### config.mk
export PLATFORM = sky130hd
export DESIGN_NAME = npcs_ctrl
export DESIGN_NICKNAME = d
export VERILOG_FILES = /design/src/rtl/core/npcs_pkg.sv /design/src/rtl/core/npcs_ctrl.sv
export SDC_FILE = /design/constraint.sdc
export NUM_CORES = 1
export LEC_CHECK = 0
export ABC_AREA = 1
export BUFFER_PORTS_ARGS = -buffer_cell sky130_fd_sc_hd__buf_2
export CAP_MARGIN = 20
export CORE_AREA = 2 2 39 41
export DETAILED_ROUTE_END_ITERATION = 7
export DIE_AREA = 0 0 41 43
export HOLD_SLACK_MARGIN = 0.1
export MAX_ROUTING_LAYER = met4
export PLACE_DENSITY = 0.43
export SYNTH_ARGS = -nofsm -noshare
export SYNTH_HDL_FRONTEND = slang
export SYNTH_SLANG_ARGS = --single-unit
### constraint.sdc
create_clock -name clk -period 0.9 [get_ports clk]
set_input_delay 0.09 -clock clk [delete_from_list [all_inputs] [get_ports clk]]
set_output_delay 0.09 -clock clk [all_outputs]
set_load 0.005 [all_outputs]
### src/rtl/core/npcs_pkg.sv
// npcs_pkg: shared widths and the command/status structs of the palette search core
// used by npcs_ctrl, npcs_dp and nearest_palette_color_search_core; no dependencies
package npcs_pkg;

    localparam int COLOR_W = 8;
    localparam int IDX_W   = 8;
    localparam int SQ_W    = 16;
    localparam int DIST_W  = 18;

    localparam logic CMD_WRITE = 1'b0;
    localparam logic CMD_QUERY = 1'b1;

    typedef struct packed {
        logic start;
        logic issue;
        logic write;
        logic load_out;
    } dp_cmd_t;

    typedef struct packed {
        logic last_issue;
        logic busy;
    } dp_sts_t;

endpackage

### src/rtl/core/npcs_ctrl.sv
// npcs_ctrl: state machine of the palette search core, handshakes and datapath commands
// depends on npcs_pkg
module npcs_ctrl (
    input  logic               clk,
    input  logic               rst_n,
    input  logic               in_valid,
    output logic               in_ready,
    input  logic               cmd,
    output logic               out_valid,
    input  logic               out_ready,
    output npcs_pkg::dp_cmd_t  dp_cmd,
    input  npcs_pkg::dp_sts_t  dp_sts
);

    localparam logic [1:0] ST_IDLE  = 2'd0;
    localparam logic [1:0] ST_SCAN  = 2'd1;
    localparam logic [1:0] ST_DRAIN = 2'd2;

    logic [1:0] state_reg;
    logic [1:0] state_next;
    logic       out_valid_reg;
    logic       out_valid_next;
    logic       in_fire;
    logic       out_free;

    assign in_ready  = (state_reg == ST_IDLE);
    assign in_fire   = in_valid && in_ready;
    assign out_valid = out_valid_reg;
    assign out_free  = !out_valid_reg || out_ready;

    always_comb
    begin
        state_next      = state_reg;
        dp_cmd.start    = 1'b0;
        dp_cmd.issue    = 1'b0;
        dp_cmd.write    = 1'b0;
        dp_cmd.load_out = 1'b0;
        case (state_reg)
            ST_IDLE:
            begin
                if (in_fire)
                begin
                    if (cmd == npcs_pkg::CMD_QUERY)
                    begin
                        dp_cmd.start = 1'b1;
                        state_next   = ST_SCAN;
                    end
                    else
                    begin
                        dp_cmd.write = 1'b1;
                    end
                end
            end
            ST_SCAN:
            begin
                dp_cmd.issue = 1'b1;
                if (dp_sts.last_issue)
                begin
                    state_next = ST_DRAIN;
                end
            end
            ST_DRAIN:
            begin
                if (!dp_sts.busy && out_free)
                begin
                    dp_cmd.load_out = 1'b1;
                    state_next      = ST_IDLE;
                end
            end
            default:
            begin
                state_next = ST_IDLE;
            end
        endcase
    end

    always_comb
    begin
        if (dp_cmd.load_out)
        begin
            out_valid_next = 1'b1;
        end
        else if (out_ready)
        begin
            out_valid_next = 1'b0;
        end
        else
        begin
            out_valid_next = out_valid_reg;
        end
    end

    always_ff @(posedge clk or negedge rst_n)
    begin
        if (!rst_n)
        begin
            state_reg     <= ST_IDLE;
            out_valid_reg <= 1'b0;
        end
        else
        begin
            state_reg     <= state_next;
            out_valid_reg <= out_valid_next;
        end
    end

endmodule

# Word level (Yosys, flattened, before mapping)
# Index checks and enable logic that the tools add are counted.
# totals
inputBits	7
reg_bits	3
# classes
reduce_logical	8
n_eq_ne	6
muxes	16
# ops
cell	count
two-way mux 1 bit	11
two-way mux 2 bit	4
case mux 2 bit (3 select lines)	1
inequality test 2 x 1 -> 1 bit, second input constant	2
inequality test 2 bit, second input constant	2
AND reduction 4 bit	1
== test 2 x 1 -> 1 bit, second input constant	1
== test 2 bit, second input constant	1
logical AND 1 bit	2
logical NOT 1 bit	2
logical NOT 2 bit	1
nonzero test 2 bit	1
logical OR 1 bit	1

# Depth between registers and ports, before layout
# Gate-level depths: netlist of the first run.
# depth
ltp_word	6
mapped_depth	5
depth_no_buf	5

# Worst setup path after synthesis of the first run
# No wires, ideal clock.
# synth_timing
kind	flip-flop to output port
start	reg state_reg[0]
end	out dp_cmd[0] (netlist name)
arrival_time_ns	0.692
setup_slack_ns	0.118
stages_incl_launch_ff	5
n_path_buf	1
path_cell_list	dfrtp_1 -> inv_2 -> nand2_1 -> nor2_1 -> buf_4
# synth_lines
item	line	source
from (decl)	npcs_ctrl.sv:19	logic [1:0] state_reg;
from (signal assigned)	npcs_ctrl.sv:102	state_reg <= state_next;
to (decl)	npcs_ctrl.sv:11	output npcs_pkg::dp_cmd_t dp_cmd,

==> impl_results.md, run 1 <==
- Die area: 0.00176 mm²
- Worst-skew pair later-pin latency: approximately 0.23 ns
- Max-cap violation count: 0
- Share of the synthesized area in the top cell type: 38.7%
- Placer congestion estimate: 0.590
- Area contributors post-synth: dfrtp_1 (39%), nand2_1 (15%), inv_1 (14%)
- Hold endpoint: out_valid
- CP max FO: 4
- Post-DRT Antenna Nets: 0
- Die W: 41 µm
- R2R depth: 4
- Net Count, Synth: 35
- First-pass GRT wire length: approximately 750 µm
- Post-DP HPWL: 329 µm
- Worst-path cell chain: inv_2, nand2_4, nor3_2, buf_2
- Remaining DRCs: 0
- Period utilisation layout: 120%
- Antenna violations before repair: 0
- Post-DP Area: about 260 µm²
- Input/output buffers: 12
- Clock Sink Count: 3
- Layout cells sized above 1: a little over half
- Least-Margin Pin Slew: 0.131 ns
- Hold violation count in the final report: 0
- LEAKAGE: 0.000201 µW
- Cells after DPL: 54
- CP Class: flop to output pin
- Peak supply drop: 0.490 mV
- Cell variety after synth: 11
- DR vias: between 200 and 250
- Cell count after synthesis: 28
- Reg-to-Reg End: state_reg[0]
- Leading register cell type out of synthesis: dfrtp_1
- I/O pin cnt: 13
- Slowest cell on crit path: dfrtp_1
- Worst R2R Start: state_reg[1]
- Slew Limit Fails: 0
- Largest register FFs: 2
- R2R setup slack: roughly 0.06 ns
- Filler cell count: around 170
- TritonCTS buffer count: 3
- GR Util All Layers: 7.11%
- Setup WS post-layout: -0.176 ns
- Syn Area/Cell: 6.93 µm²
- Failing checks: setup timing
- Max transition margin: 91.2%
- Synth top cells by count: nand2_1 (8), inv_1 (7), dfrtp_1 (3)
- GR Overflow Total: 0
- Async S/R FF share, synth: 100%
- RSZ-0062 raised after global routing: true
- Most frequent cell after synthesis: nand2_1
- Vias in the first global route: ~220
- FMAX: 0.929 GHz
- Largest stage delay on the critical path: 0.40 ns
- Wire length per cell: 6.39 µm
- Synth area leader: dfrtp_1
- Area grow syn2layout: 73.5%
- Yosys warning total: 0
- 1st-iter DRT viols: 0
- Initial Util: 14.0%
- Post-synth EDFFs: 0
- Crit path required time: ~0.81 ns
- Arr. time, crit path: 0.99 ns
- Worst Skew: 0.000445 ns
- Site row count: 14
- #FFs+latches synth: 3
- Core footprint: 0.00138 mm²
- Startpoint types: flop
- Seq/Total Area, Yosys: 38.7%
- TritonCTS clock tree: yes
- Clock Path Buffers: 2
- Final WL: between 300 and 400 µm
- # diodes: 0
- Power Density: 2000 mW/mm²
- DR pass1 iterations: 1
- Clock root buffer: clkbuf_4
- Final setup violating endpoints: 5
- HP Start: out_ready
- CTS H-tree depth: 1
- Largest net degree at the start of global routing: 5
- Hold WS: 0.140 ns
- Worst setup EP type: output pin
- Fin cells: 62
- Die Height: 43 µm
- Final Power: 672 µW
- Final instance area: 337 µm²
- WHS Path Cells: 4
- Status: finished with violations
- Final layout net count: 54
- Period minus WS final: 1.08 ns
- DR vias/cell: 3.45
- Total negative slack: -0.644 ns
- Synthesized area: 194 µm²
- Clock transition at path regs: around 0.040 ns
- Hold WC Path Type: input port to flop
worst max path at each step:
stage | from | endpoint | slack (ns) | depth (start not counted)
4_1_cts | state_reg[1] | dp_cmd[1] | -0.19 | 4
6_report | state_reg[1] | dp_cmd[1] | -0.18 | 4
3_3_place_gp | state_reg[1] | dp_cmd[1] | 0.05 | 4
3_5_place_dp | state_reg[1] | dp_cmd[1] | 0.05 | 4
5_1_grt | state_reg[1] | dp_cmd[1] | -0.25 | 4
2_1_floorplan | state_reg[0] | dp_cmd[0] | 0.12 | 4
per-layer routing:
| layer | up-vias | global-route usage [%] | routed length [µm] | part of all wire [%] |
|---|---|---|---|---|
| met1 | 96 | 6.45 | 153 | 39 |
| met3 | 0 | 4.71 | 32 | 8.1 |
| met4 | 0 | 8.00 | 0 | 0 |
| met2 | 4 | 8.75 | 211 | 53 |
| met5 | - | - | 0 | 0 |
| li1 | 114 | - | - | - |
worst max-delay path: cells and delay by family, from the launching register on:
| family | cells | cell delay [ns] |
|---|---|---|
| buffers and inverters | 2 | 0.21 |
| flip-flops | 1 | 0.40 |
| AND/OR/NAND/NOR | 2 | 0.16 |
per-stage QoR:
step | worst slack [ns] | util, %
after global routing | -0.247 | 24.3
after floorplan | 0.118 | -
after detailed placement | 0.0534 | 18.7
after CTS | -0.187 | 23.3
final | -0.176 | 24.3
after global placement | 0.0545 | 18.7
power by group:
part	internal (µW)	switching (µW)	total, µW
sequential	164	18.1	182
combinational	133	127	260
clock	166	64.4	230
total	462	210	672
final cells by class:
type | count | area [µm²] | area share, %
Sequential cell | 3 | 75.1 | 22.3
Multi-Input combinational cell | 15 | 81.3 | 24.2
Clock buffer | 4 | 26.3 | 7.81
Inverter | 8 | 30.0 | 8.92
Tap cell | 16 | 20.0 | 5.95
Timing Repair Buffer | 16 | 104 | 30.9
timing repair:
item | CTS | global route
buffers inserted | 1 | 0
setup endpoints to repair | 5 | 5
pin swaps | 2 | 3
gates resized for setup | 0 | 5
hold buffers | 3 | 0
hold endpoints to repair | 5 | 0
cell usage in the layout (no fill, tap or decap), drive strengths merged:
cell,instances
buf,13
nand2,9
inv,8
clkbuf,4
dlygate4sd3,3
dfrtp,3
nor2,3
o21ai,2
nor3,1
logic make-up after synthesis:
group                  synth area share, %
buffers and inverters                 23.2
flip-flops                            38.7
AND/OR/NAND/NOR                       31.0
AO/OA/AOI/OAI                         7.10
Power figures use the tool's default switching activity.
==> inputs of run 2 (changes only) <==
--- a/config.mk
+++ b/config.mk
@@ -13,7 +13,7 @@
 export DIE_AREA = 0 0 41 43
 export HOLD_SLACK_MARGIN = 0.1
 export MAX_ROUTING_LAYER = met4
-export PLACE_DENSITY = 0.43
+export PLACE_DENSITY = 0.45
 export SYNTH_ARGS = -nofsm -noshare
 export SYNTH_HDL_FRONTEND = slang
 export SYNTH_SLANG_ARGS = --single-unit
==> constraint.sdc (replaced) <==
create_clock -name clk -period 0.85 [get_ports clk]
set_input_delay 0.085 -clock clk [delete_from_list [all_inputs] [get_ports clk]]
set_output_delay 0.085 -clock clk [all_outputs]
set_load 0.005 [all_outputs]
==> impl_results.md, run 2 (synthesis gave the netlist of run 1 again) <==
- GR Util All Layers: between 7 and 8%
- Combinational power share: 38.0%
- Layout cells sized above 1: 50.0%
- Input/output buffers: 12
- Die Height: between 40 and 50 µm
- Final setup violating endpoints: 7
- Sequential share of power: 26.9%
- Final WL: 390 µm
- Wire length per cell: between 6 and 7 µm
- Max-cap violation count: 0
- Post-DRT Antenna Nets: 0
- CTS H-tree depth: 1
- Hold WC Path Type: input port to flop
- LEAKAGE: 0.000209 µW
- Reg area: 75.1 µm²
- Failing checks: setup timing
- Placer congestion estimate: 0.615
- DR pass1 iterations: 3
- Worst-skew pair later-pin latency: about 0.23 ns
- I/O pin cnt: 13
- Largest net degree at the start of global routing: 5
- Clock Path Buffers: 2
- Most common cell after layout, fill and taps aside: buf_2
- TritonCTS clock tree: yes
- First-pass GRT wire length: between 700 and 800 µm
- Die W: 41 µm
- Worst Skew: 0.00119 ns
- Layout Utilization: 24.6%
- GR Overflow Total: 0
- Clock root buffer: clkbuf_4
- Site row count: 14
- TritonCTS buffer count: 3
- Largest register FFs: 2
- Power Density: 2050 mW/mm²
- Arr. time, crit path: just under 1 ns
- 1st-iter DRT viols: 2
- Die area: around 0.0018 mm²
- FMAX: 0.942 GHz
- Most frequent cells in the layout: buf_2 (12), inv_1 (7), nand2_1 (7)
- CP Class: flop to output pin
- Post-DP HPWL: 316 µm
- Peak supply drop: 0.617 mV
- Vias in the first global route: 223
- Status: finished with violations
- Area grow syn2layout: 75.5%
- Clock Sink Count: 3
- Antenna violations before repair: 0
- Initial Util: 14.0%
- Max transition margin: approximately 92%
- Setup slack at placement: approximately 0.0085 ns
- Int Power: 489 µW
- DR vias: 221
- Crit path required time: 0.76 ns
- Period minus WS final: 1.06 ns
- Slew Limit Fails: 0
- Worst setup EP type: output pin
- Hold violation count in the final report: 0
- CP max FO: 4
- RSZ-0062 raised after global routing: true
- Startpoint types: flop
- Area occupied by multi-input gates: 76.3 µm²
- Filler cell count: 169
- Sw Share: 30.0%
- Clock share of power: 35.1%
- Period utilisation layout: 125%
- Remaining DRCs: 0
- DR vias/cell: approximately 3.5
- # diodes: 0
- Sw Pwr: around 210 µW
- Clock transition at path regs: 0.04 ns
- Setup WS post-layout: -0.212 ns
- Core footprint: 0.00138 mm²
- Least-Margin Pin Slew: 0.118 ns
- Final layout net count: 56
==> run 2: cell types whose count changed in the layout (fill, tap and decap cells not counted), sizes merged <==
cell / before / now
buf: 13 / 15
==> run 2: layout make-up <==
type | count | share of cell area, %
clock buffer | 4 | 7.72
inverter | 8 | 8.82
multi-input combinational | 15 | 22.4
sequential | 3 | 22.1
tap | 16 | 5.88
timing repair buffer | 18 | 33.1
==> run 2: worst paths after layout <==
| kind | from | endpoint | slack (ns) | cells past startpoint |
|---|---|---|---|---|
| max reg2reg | state_reg[1] | state_reg[0] | -0.04 | 5 |
| max | state_reg[1] | dp_cmd[1] | -0.21 | 4 |
| max in group asynchronous | rst_n | state_reg[0] | 0.57 | 2 |
| min in group asynchronous | rst_n | out_valid | 0.18 | 2 |
| min reg2reg | out_valid | out_valid | 0.53 | 2 |
| min | out_ready | out_valid | 0.15 | 4 |
==> run 2: metal layers <==
layer	GRT usage, %	up-vias	share of wire (%)
li1	-	119	-
met3	4.71	0	6.4
met1	5.48	98	39
met2	10.3	4	55
met5	-	-	0
met4	8.00	0	0
==> run 2: power groups by stage <==
| stage | Clock (µW) | Sequential [µW] | Combinational (µW) |
|---|---|---|---|
| 2_1_floorplan | 0 | 192 | 139 |
| 3_3_place_gp | 0 | 192 | 203 |
| 5_1_grt | 276 | 190 | 311 |
| 4_1_cts | 261 | 188 | 246 |
| 6_report | 245 | 188 | 266 |
| 3_5_place_dp | 0 | 191 | 202 |
==> run 2: repair_timing <==
item                                    CTS  global route
endpoints found under the setup margin    5             7
hold buffers                              3             0
pin swaps                                 2             2
endpoints found under the hold margin     5             0
gates resized for setup                   0             1
buffers inserted                          2             1
==> run 2: critical path, cell delays in order (launching register included) <==
cell     delay, ns
dfrtp_1       0.38
inv_1         0.07
nand2_2       0.08
nor3_2        0.10
buf_2         0.13
==> run 2: per-stage QoR <==
step / hold WS [ns] / TNS [ns] / std cells / total power (µW) / instance area (µm²)
3_5_place_dp: -0.115 / 0 / 54 / 394 / 259
4_1_cts: 0.119 / -1.04 / 63 / 696 / 330
6_report: 0.149 / -0.978 / 64 / 699 / 340
2_1_floorplan: -0.211 / 0 / 28 / 332 / 194
3_3_place_gp: -0.115 / 0 / 54 / 395 / 259
5_1_grt: 0.163 / -1.54 / 64 / 777 / 340
